## src/sv/shfp_pkg.sv

```systemverilog
package shfp_pkg;

    typedef enum logic [2:0] {
        PH_IDLE,
        PH_GOT_FIRST,
        PH_AWAIT_CMD,
        PH_AWAIT_LEN,
        PH_PAYLOAD,
        PH_CHECK,
        PH_EMIT
    } t_phase;

    typedef enum logic [2:0] {
        ST_OK       = 3'd0,
        ST_SUM_ERR  = 3'd1,
        ST_HDR1_ERR = 3'd2,
        ST_HDR2_ERR = 3'd3,
        ST_LEN_ERR  = 3'd4
    } t_status;

    localparam logic [7:0] HDR_FIRST  = 8'hAA;
    localparam logic [7:0] HDR_SECOND = 8'h55;

endpackage

```

## src/sv/sync_header_frame_parser.sv

```systemverilog
// channel   valid     ready     payload
// input     i_valid   o_ready   i_rx_byte
// output    o_valid   i_ready   o_frame_status, o_command_code, o_payload_length,
//                               o_byte_index, o_payload_byte, o_computed_sum,
//                               o_last_of_frame
//
// one cycle per received byte; the payload of a frame sits in a one-port sram
// a good checksum byte with nonzero length starts a readout (sram read register, then
// one result per cycle while i_ready is high); input is held off meanwhile
// synchronous active-low reset returns the parser to idle; the payload sram
// is not cleared, only entries written in the current frame are read back
// a byte is taken only when the output register is free or being emptied
module sync_header_frame_parser #(
    parameter int MAX_PAYLOAD = 32
) (
    input  logic       i_clk,
    input  logic       i_rst_n,
    input  logic       i_valid,
    output logic       o_ready,
    input  logic [7:0] i_rx_byte,
    output logic       o_valid,
    input  logic       i_ready,
    output logic [2:0] o_frame_status,
    output logic [7:0] o_command_code,
    output logic [5:0] o_payload_length,
    output logic [4:0] o_byte_index,
    output logic [7:0] o_payload_byte,
    output logic [7:0] o_computed_sum,
    output logic       o_last_of_frame
);

    localparam int LEN_W  = $clog2(MAX_PAYLOAD + 1);
    localparam int ADDR_W = (MAX_PAYLOAD > 1) ? $clog2(MAX_PAYLOAD) : 1;
    localparam logic [7:0] MAX_B = 8'(MAX_PAYLOAD);

    shfp_pkg::t_phase r_phase, n_phase;
    logic [7:0]       r_sum, n_sum;
    logic [7:0]       r_cmd, n_cmd;
    logic [LEN_W-1:0] r_len, n_len;
    logic [LEN_W-1:0] r_cnt, n_cnt;
    logic [LEN_W-1:0] r_k, n_k;
    logic [LEN_W-1:0] r_rd_k;
    logic             r_pend, n_pend;
    logic [7:0]       r_rd_data;

    logic [7:0] r_mem [MAX_PAYLOAD];

    logic             r_o_valid, n_o_valid;
    shfp_pkg::t_status r_o_status, n_o_status;
    logic [7:0]       r_o_cmd, n_o_cmd;
    logic [5:0]       r_o_len, n_o_len;
    logic [4:0]       r_o_idx, n_o_idx;
    logic [7:0]       r_o_data, n_o_data;
    logic [7:0]       r_o_sum, n_o_sum;
    logic             r_o_last, n_o_last;

    logic in_acc;
    logic slot_free;
    logic out_load;
    logic rd_issue;
    logic wr_en;
    logic burst_last;
    logic sum_ok;

    assign slot_free  = !r_o_valid || i_ready;
    assign o_ready    = (r_phase != shfp_pkg::PH_EMIT) && slot_free;
    assign in_acc     = i_valid && o_ready;
    assign sum_ok     = (i_rx_byte == r_sum);
    assign out_load   = (r_phase == shfp_pkg::PH_EMIT) && r_pend && slot_free;
    assign rd_issue   = (r_phase == shfp_pkg::PH_EMIT) && (r_k < r_len)
                        && (!r_pend || out_load);
    assign burst_last = (r_rd_k + LEN_W'(1)) == r_len;
    assign wr_en      = in_acc && (r_phase == shfp_pkg::PH_PAYLOAD);

    // next state
    always_comb begin
        n_phase = r_phase;
        if (in_acc) begin
            unique case (r_phase)
                shfp_pkg::PH_IDLE: begin
                    if (i_rx_byte == shfp_pkg::HDR_FIRST) n_phase = shfp_pkg::PH_GOT_FIRST;
                end
                shfp_pkg::PH_GOT_FIRST: begin
                    n_phase = (i_rx_byte == shfp_pkg::HDR_SECOND) ?
                              shfp_pkg::PH_AWAIT_CMD : shfp_pkg::PH_IDLE;
                end
                shfp_pkg::PH_AWAIT_CMD: begin
                    n_phase = shfp_pkg::PH_AWAIT_LEN;
                end
                shfp_pkg::PH_AWAIT_LEN: begin
                    if (i_rx_byte == 8'd0)      n_phase = shfp_pkg::PH_CHECK;
                    else if (i_rx_byte <= MAX_B) n_phase = shfp_pkg::PH_PAYLOAD;
                    else                         n_phase = shfp_pkg::PH_IDLE;
                end
                shfp_pkg::PH_PAYLOAD: begin
                    if ((r_cnt + LEN_W'(1)) == r_len) n_phase = shfp_pkg::PH_CHECK;
                end
                shfp_pkg::PH_CHECK: begin
                    n_phase = (sum_ok && r_len != '0) ? shfp_pkg::PH_EMIT
                                                      : shfp_pkg::PH_IDLE;
                end
                default: begin
                    n_phase = shfp_pkg::PH_IDLE;
                end
            endcase
        end else if (out_load && burst_last) begin
            n_phase = shfp_pkg::PH_IDLE;
        end
    end

    // datapath and result register
    always_comb begin
        n_sum      = r_sum;
        n_cmd      = r_cmd;
        n_len      = r_len;
        n_cnt      = r_cnt;
        n_k        = r_k;
        n_pend     = r_pend;
        n_o_valid  = r_o_valid && !i_ready;
        n_o_status = r_o_status;
        n_o_cmd    = r_o_cmd;
        n_o_len    = r_o_len;
        n_o_idx    = r_o_idx;
        n_o_data   = r_o_data;
        n_o_sum    = r_o_sum;
        n_o_last   = r_o_last;

        if (in_acc) begin
            // error and empty-frame results share these defaults
            n_o_cmd  = 8'd0;
            n_o_len  = 6'd0;
            n_o_idx  = 5'd0;
            n_o_data = 8'd0;
            n_o_sum  = r_sum;
            n_o_last = 1'b1;
            unique case (r_phase)
                shfp_pkg::PH_IDLE: begin
                    if (i_rx_byte == shfp_pkg::HDR_FIRST) begin
                        n_sum = r_sum + i_rx_byte;
                    end else begin
                        n_o_valid  = 1'b1;
                        n_o_status = shfp_pkg::ST_HDR1_ERR;
                        n_sum      = 8'd0;
                    end
                end
                shfp_pkg::PH_GOT_FIRST: begin
                    if (i_rx_byte == shfp_pkg::HDR_SECOND) begin
                        n_sum = r_sum + i_rx_byte;
                    end else begin
                        n_o_valid  = 1'b1;
                        n_o_status = shfp_pkg::ST_HDR2_ERR;
                        n_sum      = 8'd0;
                    end
                end
                shfp_pkg::PH_AWAIT_CMD: begin
                    n_sum = r_sum + i_rx_byte;
                    n_cmd = i_rx_byte;
                    n_cnt = '0;
                end
                shfp_pkg::PH_AWAIT_LEN: begin
                    if (i_rx_byte == 8'd0) begin
                        n_len = '0;
                    end else if (i_rx_byte <= MAX_B) begin
                        n_sum = r_sum + i_rx_byte;
                        n_len = LEN_W'(i_rx_byte);
                    end else begin
                        n_o_valid  = 1'b1;
                        n_o_status = shfp_pkg::ST_LEN_ERR;
                        n_o_cmd    = r_cmd;
                        n_sum      = 8'd0;
                    end
                end
                shfp_pkg::PH_PAYLOAD: begin
                    n_sum = r_sum + i_rx_byte;
                    n_cnt = r_cnt + LEN_W'(1);
                end
                shfp_pkg::PH_CHECK: begin
                    n_o_cmd = r_cmd;
                    if (!sum_ok) begin
                        n_o_valid  = 1'b1;
                        n_o_status = shfp_pkg::ST_SUM_ERR;
                        n_o_len    = 6'(r_len);
                        n_sum      = 8'd0;
                    end else if (r_len == '0) begin
                        n_o_valid  = 1'b1;
                        n_o_status = shfp_pkg::ST_OK;
                        n_sum      = 8'd0;
                    end else begin
                        // sum is held for the readout burst
                        n_k    = '0;
                        n_pend = 1'b0;
                    end
                end
                default: begin
                    n_sum = 8'd0;
                end
            endcase
        end

        if (out_load) begin
            n_o_valid  = 1'b1;
            n_o_status = shfp_pkg::ST_OK;
            n_o_cmd    = r_cmd;
            n_o_len    = 6'(r_len);
            n_o_idx    = 5'(r_rd_k);
            n_o_data   = r_rd_data;
            n_o_sum    = r_sum;
            n_o_last   = burst_last;
            n_pend     = 1'b0;
            if (burst_last) n_sum = 8'd0;
        end
        if (rd_issue) begin
            n_k    = r_k + LEN_W'(1);
            n_pend = 1'b1;
        end
    end

    always_ff @(posedge i_clk) begin
        if (!i_rst_n) begin
            r_phase   <= shfp_pkg::PH_IDLE;
            r_sum     <= 8'd0;
            r_cmd     <= 8'd0;
            r_len     <= '0;
            r_cnt     <= '0;
            r_k       <= '0;
            r_pend    <= 1'b0;
            r_o_valid <= 1'b0;
        end else begin
            r_phase   <= n_phase;
            r_sum     <= n_sum;
            r_cmd     <= n_cmd;
            r_len     <= n_len;
            r_cnt     <= n_cnt;
            r_k       <= n_k;
            r_pend    <= n_pend;
            r_o_valid <= n_o_valid;
        end
    end

    always_ff @(posedge i_clk) begin
        r_o_status <= n_o_status;
        r_o_cmd    <= n_o_cmd;
        r_o_len    <= n_o_len;
        r_o_idx    <= n_o_idx;
        r_o_data   <= n_o_data;
        r_o_sum    <= n_o_sum;
        r_o_last   <= n_o_last;
    end

    // payload sram: write during payload beats, read during the readout burst
    always_ff @(posedge i_clk) begin
        if (wr_en) begin
            r_mem[r_cnt[ADDR_W-1:0]] <= i_rx_byte;
        end
        if (rd_issue) begin
            r_rd_data <= r_mem[r_k[ADDR_W-1:0]];
            r_rd_k    <= r_k;
        end
    end

    assign o_valid          = r_o_valid;
    assign o_frame_status   = r_o_status;
    assign o_command_code   = r_o_cmd;
    assign o_payload_length = r_o_len;
    assign o_byte_index     = r_o_idx;
    assign o_payload_byte   = r_o_data;
    assign o_computed_sum   = r_o_sum;
    assign o_last_of_frame  = r_o_last;

    a_no_input_in_burst: assert property (@(posedge i_clk) disable iff (!i_rst_n)
        (r_phase == shfp_pkg::PH_EMIT) |-> !o_ready)
        else $error("input taken during readout burst");

    a_pend_only_in_burst: assert property (@(posedge i_clk) disable iff (!i_rst_n)
        r_pend |-> (r_phase == shfp_pkg::PH_EMIT))
        else $error("sram read pending outside readout burst");

    a_read_index_bound: assert property (@(posedge i_clk) disable iff (!i_rst_n)
        (r_phase == shfp_pkg::PH_EMIT) |-> (r_k <= r_len))
        else $error("readout index past frame length");

    a_burst_ends_idle: assert property (@(posedge i_clk) disable iff (!i_rst_n)
        (out_load && burst_last) |=> (r_phase == shfp_pkg::PH_IDLE && r_sum == 8'd0))
        else $error("parser not idle after last payload beat");

    a_load_slot_free: assert property (@(posedge i_clk) disable iff (!i_rst_n)
        (in_acc || out_load) |-> slot_free)
        else $error("result register overwritten while full");

endmodule
```

## config.mk

```make
export PLATFORM = sky130hd
export DESIGN_NAME = sync_header_frame_parser
export DESIGN_NICKNAME = d
export VERILOG_FILES = /design/src/sv/shfp_pkg.sv /design/src/sv/sync_header_frame_parser.sv
export SDC_FILE = /design/constraint.sdc
export NUM_CORES = 1
export LEC_CHECK = 0
export BUFFER_PORTS_ARGS = -buffer_cell sky130_fd_sc_hd__buf_4
export CAP_MARGIN = 30
export CORE_AREA = 2 2 203 244
export CTS_CLUSTER_SIZE = 20
export DETAILED_ROUTE_END_ITERATION = 16
export DIE_AREA = 0 0 205 246
export PLACE_DENSITY_LB_ADDON = 0.25
export SLEW_MARGIN = 20
export SYNTH_ARGS = -nofsm -noshare
export SYNTH_HDL_FRONTEND = slang
export SYNTH_SLANG_ARGS = --single-unit
export TNS_END_PERCENT = 10
```

## constraint.sdc

```tcl
create_clock -name i_clk -period 2.8 [get_ports i_clk]
set_input_delay 0.28 -clock i_clk [delete_from_list [all_inputs] [get_ports i_clk]]
set_output_delay 0.28 -clock i_clk [all_outputs]
set_load 0.01 [all_outputs]
```

==> results.txt, run 1 <==
Status: finished clean
Dpl cells: 1550
Largest family of logic cells by synthesized area: multiplexers
Post-synth EDFFs: 306
Crit Path Class: flop to flop
Xor/xnor share of the synthesized area: 1.10%
Max Freq: 402 MHz
Total track usage: 13.6%
Mux contribution to synthesized area: 14.6%
Post-synth cell types: 60
Total CTS buffers: 36
Clock skew: 0.0231 ns
Hold-fix buffers at CTS: 0
Initial core utilization: 29.7%
Per-cell routed wire length: 20.9 um
Final nets: 989
Ys async rst share: 0%
RSZ-0062 raised after global routing: no
Final ANT Viol Nets: 0
Cell accounting for the most synthesized area: edfxtp_1
#FFs+latches synth: 348
Final setup fails: 0
Hold Path Class: input port to flop
Post-Synth Adder-Cell Area: 1.72%
Syn Area/Cell: 17.2 um2
Port Buffer Count: 52
Grt ovf: 0
Total core area: 48000 um2
Met3 usage: 2.16%
CP Capture Type: flop
Number of synthesis warnings: 0
CTS root buffer: clkbuf_16
Synthesized instance count: 828
Layout cells sized above 1: 29.8%
PwrDens: 641 nW/um2
Top Ports: 53
Post CTS Setup Buffer Count: 0
Worst EP arrival: 2.91 ns
Post-synthesis compound-gate area fraction: 3.50%
Hold Fails Final Rpt: 0
Initial DRC Count: 520
Post-route clock period utilization: 88.8%
Max-cap violations: 0
Routability cong.: 0.812
Clock buffer depth: 3
Fin crit period: 2.49 ns
Syn nets: 859
Vias per cell: 4.76
Final Slew Violations: 0
Synth area leaders: edfxtp_1 64%, mux4_2 13%, dfxtp_1 5.9%
Full die area: 50400 um2
Non-Filler Instances: 1616
Top cell type's share of synthesized area: 64.4%
Diodes inserted: 0
Leakage: 0.00581 uW
Post-Synthesis Cell Area: 14300 um2
# fillers: 4540
Count leader, synth: edfxtp_1
Met1 Usage GRT: 17.3%
CTS Sinks: 348
Busiest grt layer: met2
First-pass GRT wire length: 51000 um
Worst setup SP type: flop
Clock Latency Late Sink: 0.53 ns
GR Util met2: 23.4%
CTS tree: yes
Die Width: 205 um
Largest net degree at the start of global routing: 43
Die outline height: 246 um
Vias: 7691
Routed WL: 33800 um
Worst rel slew slack: 55.9%
Pin slew with the least headroom to its limit: 0.661 ns
Cell row count: 88
Pre-Repair DR Iteration Count: 4
Post-CTS sizing: 0
Synthesis-to-finish area growth: 21.0%
Synth Flop Type: edfxtp_1
VDD IR max: 300 uV
Clock Pin Slew Worst Setup and Hold Paths: 0.06 ns
Initial antenna violation count: 1
Setup tns final: 0 ns
Sequential element share of the synthesized area: 70.2%
Post-synthesis simple-gate area fraction: 7.47%
CP required: 3.23 ns
Max H-tree Level: 2
Post-DP HPWL: 23300 um
Top post-synthesis cells by count: 306 x edfxtp_1, 80 x mux4_2, 80 x nor2_1
DRC violations left: 0
Max FO, Critical Path: 5
Vias in the first global route: 7939
cell families after synthesis:
kind of cell / Yosys count
buf+inv: 47
simple gates: 215
compound gates: 74
mux: 107
flops: 348
fa+ha+maj: 19
xor+xnor: 18
worst paths after layout:
path | from | endpoint | slack (ns) | cells after the start
setup / recovery | r_sum[1] | r_k[5] | 0.31 | 8
hold / removal | i_rx_byte[1] | r_mem[12][1] | 0.07 | 1
setup reg to reg | r_sum[1] | r_k[5] | 0.31 | 8
hold reg to reg | r_sum[3] | o_computed_sum[3] | 0.48 | 0
critical path, stage by stage, from the launching register on:
cell	delay [ns]
dfxtp_1	0.40
ha_1	0.27
nor4_1	0.30
nand3_1	0.25
a311oi_1	0.27
buf_4	0.18
nand2_1	0.10
and3_1	0.26
a221o_1	0.35
cell type report:
type | count | area (um2) | area share [%]
clock buffers | 45 | 1060 | 6.13
flip-flops and latches | 348 | 10000 | 58.1
clock inverters | 21 | 254 | 1.47
repair buffers | 128 | 1050 | 6.07
inverters | 11 | 41.3 | 0.239
multi-input cells | 433 | 4060 | 23.5
well taps | 630 | 788 | 4.56
registers in the layout, summed over array words and instances, names as in the netlist, 8 cells and up:
| name | cells |
|---|---|
| o_command_code | 8 |
| r_mem | 256 |
| r_cmd | 8 |
| r_sum | 8 |
| o_payload_byte | 8 |
| r_rd_data | 8 |
| o_computed_sum | 8 |
cells in the final DEF, fill, tap and decap left out, types with 12 or more instances in the layout:
cell | Yosys | final
a21oi_1 | 20 | 20
and2_1 | 24 | 24
buf_4 | 1 | 121
clkbuf_16 | 0 | 40
dfxtp_1 | 42 | 40
edfxtp_1 | 306 | 306
ha_1 | 18 | 18
mux2i_1 | 17 | 17
mux4_2 | 80 | 80
nand2_1 | 31 | 31
nand3_1 | 20 | 20
nor2_1 | 80 | 80
xnor2_1 | 12 | 12
layer usage:
layer  share of wire, %  vias up
met1                 42     3898
met5                  0        -
met2                 50      210
met4                3.3        0
li1                   -     3522
met3                4.7       61
stage by stage:
step                power [uW]  utilization [%]  hold WS (ns)  area [um2]  worst slack, ns
floorplan                 5840                -         0.379       14300            0.367
global placement          6010             33.3         0.463       16000            0.241
detailed placement        6020             33.3         0.472       16000            0.199
CTS                      11200             36.0        0.0450       17300            0.306
global route             11400             36.0        0.0496       17300            0.188
finish                   11100             36.0        0.0651       17300            0.314
power by group:
part / internal (uW) / switching, uW / leakage (uW) / total, uW
Clock: 3170 / 2020 / 0.000644 / 5190
Sequential: 5650 / 7.82 / 0.00314 / 5660
Combinational: 75.2 / 161 / 0.00203 / 236
Total: 8900 / 2190 / 0.00581 / 11100
Power figures use the tool's default switching activity.
==> run 2: changes to the inputs <==
Settings changed: BUFFER_PORTS_ARGS -buffer_cell sky130_fd_sc_hd__buf_4 to -buffer_cell sky130_fd_sc_hd__buf_2, CELL_PAD_IN_SITES_DETAIL_PLACEMENT set to 1, CELL_PAD_IN_SITES_GLOBAL_PLACEMENT set to 1, CORE_AREA 2 2 203 244 to 2 2 222 224, DIE_AREA 0 0 205 246 to 0 0 224 226.
==> run 2 against run 1 <==
Against the previous run: register-to-register slack got worse by 0.17 ns; critical endpoint unchanged; critical path type unchanged; sequential power about the same; hold slack improved by 0.0076 ns.
==> results.txt, run 2 (synthesis results as in run 1) <==
Status: finished clean (unchanged)
Total core area: 48300 um2 (was 48000 um2)
CTS tree: yes (unchanged)
Hold Path Class: input port to flop (unchanged)
GR Util met2: 25.3% (was 23.4%)
Vias per cell: 4.89 (was 4.76)
Vias: 7948 (was 7691)
CP Cell Sequence: ha_1 -> nor4_1 -> nand3_1 -> a311oi_1 -> buf_4 -> nand2_1 -> and3_1 -> a221o_1 (unchanged)
DRC violations left: 0 (unchanged)
Max H-tree Level: 2 (unchanged)
Post-route clock period utilization: 95.0% (was 88.8%)
CP max stage delay: 0.39 ns (was 0.40 ns)
CTS root buffer: clkbuf_16 (unchanged)
Total track usage: 16.2% (was 13.6%)
VDD IR max: 493 uV (was 300 uV)
Hold-fix buffers at CTS: 0 (unchanged)
Post CTS Setup Buffer Count: 0 (unchanged)
Commonest non-fill, non-tap cell in the layout: edfxtp_1 (unchanged)
Met1 Usage GRT: 22.9% (was 17.3%)
Grt ovf: 0 (unchanged)
Per-cell routed wire length: 24.5 um (was 20.9 um)
Cells on worst reg2reg path: 8 (unchanged)
Final nets: 1006 (was 989)
Hold depth: 3 (was 1)
Full die area: 50600 um2 (was 50400 um2)
Initial DRC Count: 673 (was 520)
Top Ports: 53 (unchanged)
Pin slew with the least headroom to its limit: 0.660 ns (was 0.661 ns)
Most frequent cells in the layout: 306 x edfxtp_1, 84 x buf_4, 80 x nor2_1, 80 x mux4_2, 52 x buf_2 (was 306 x edfxtp_1, 121 x buf_4, 80 x nor2_1, 80 x mux4_2)
Routed WL: 39800 um (was 33800 um)
Synthesis-to-finish area growth: 20.4% (was 21.0%)
Met3 usage: 3.01% (was 2.16%)
Hold Fails Final Rpt: 0 (unchanged)
# fillers: 4849 (was 4540)
Port Buffer Count: 52 (unchanged)
Clock Latency Late Sink: 0.57 ns (was 0.53 ns)
Post-route cell area: 17200 um2 (was 17300 um2)
Crit Path Class: flop to flop (unchanged)
PwrDens: 638 nW/um2 (was 641 nW/um2)
Leakage: 0.00582 uW (was 0.00581 uW)
Die Width: 224 um (was 205 um)
Slowest cell on crit path: nor4_1 (was dfxtp_1)
Vias in the first global route: 8383 (was 7939)
Post-CTS sizing: 0 (unchanged)
Multi-input gate area: 4060 um2 (unchanged)
Final ANT Viol Nets: 0 (unchanged)
Total CTS buffers: 38 (was 36)
CP Capture Type: flop (unchanged)
Max-cap violations: 0 (unchanged)
Max Freq: 376 MHz (was 402 MHz)
Clock buffer depth: 3 (unchanged)
Layout cells sized above 1: 29.8% (about the same)
Worst EP arrival: 3.11 ns (was 2.91 ns)
Routability cong.: 0.783 (was 0.812)
Setup tns final: 0 ns (unchanged)
Initial core utilization: 29.5% (was 29.7%)
Max FO, Critical Path: 5 (unchanged)
Pre-Repair DR Iteration Count: 5 (was 4)
First-pass GRT wire length: 58700 um (was 51000 um)
Clock skew: 0.0264 ns (was 0.0231 ns)
Final Slew Violations: 0 (unchanged)
Reg area: 10000 um2 (unchanged)
RSZ-0062 raised after global routing: no (unchanged)
Worst setup SP type: flop (unchanged)
Die outline height: 226 um (was 246 um)
Max FFs per register: 256 (unchanged)
Initial antenna violation count: 3 (was 1)
Fin crit period: 2.66 ns (was 2.49 ns)
Post-DP HPWL: 27400 um (was 23300 um)
CTS Sinks: 348 (unchanged)
Clock Pin Slew Worst Setup and Hold Paths: 0.06 ns (about the same)
Largest net degree at the start of global routing: 39 (was 43)
Final setup fails: 0 (unchanged)
Cell row count: 81 (was 88)
Worst rel slew slack: 55.9% (about the same)
DP Area: 15900 um2 (was 16000 um2)
CP required: 3.25 ns (was 3.23 ns)
Busiest grt layer: met2 (unchanged)
run 2: final cells by class:
cell class                      count  share of cell area (%)
Inverter                           11                   0.240
Timing Repair Buffer              143                    6.00
Multi-Input combinational cell    433                    23.6
Clock inverter                     17                    1.30
Antenna cell                        1                  0.0146
Clock buffer                       50                    5.97
Sequential cell                   348                    58.4
Tap cell                          622                    4.53
run 2: worst paths after layout:
check                           startpoint           endpoint  slack (ns)
worst min register to register    r_sum[3]  o_computed_sum[3]        0.49
worst min-delay path               i_rst_n         r_phase[0]        0.07
worst max register to register    r_sum[5]             r_k[5]        0.14
worst max-delay path              r_sum[5]             r_k[5]        0.14
run 2: metrics by stage:
| stage | setup slack, ns | total power (uW) | instances | util (%) | hold WS (ns) |
|---|---|---|---|---|---|
| finish | 0.141 | 11000 | 1625 | 35.6 | 0.0726 |
| CTS | 0.198 | 11100 | 1624 | 35.6 | 0.0447 |
| detailed placement | 0.116 | 6000 | 1557 | 33.0 | 0.476 |
| global route | 0.0574 | 11300 | 1624 | 35.6 | 0.101 |
| floorplan | 0.367 | 5840 | 828 | - | 0.379 |
| global placement | 0.166 | 5990 | 1557 | 33.0 | 0.457 |
run 2: layer usage:
layer	wire length [um]	share of wire (%)	up-vias
met1	18600	47	4149
met5	12	0.030	-
met2	18300	46	173
met4	977	2.5	2
met3	1870	4.7	65
li1	-	-	3559
run 2: where the power goes:
group | total [uW] | switching, uW | internal [uW]
combinational | 219 | 164 | 54.6
clock | 5080 | 2110 | 2970
sequential | 5660 | 8.19 | 5660
total | 11000 | 2280 | 8680
run 2: critical path, delay by kind of cell (launching register included):
family,cells,cell delay (ns)
adder cells (fa/ha/maj),1,0.33
AO/OA/AOI/OAI,2,0.66
flip-flops,1,0.31
buffers and inverters,1,0.18
AND/OR/NAND/NOR,4,1.05
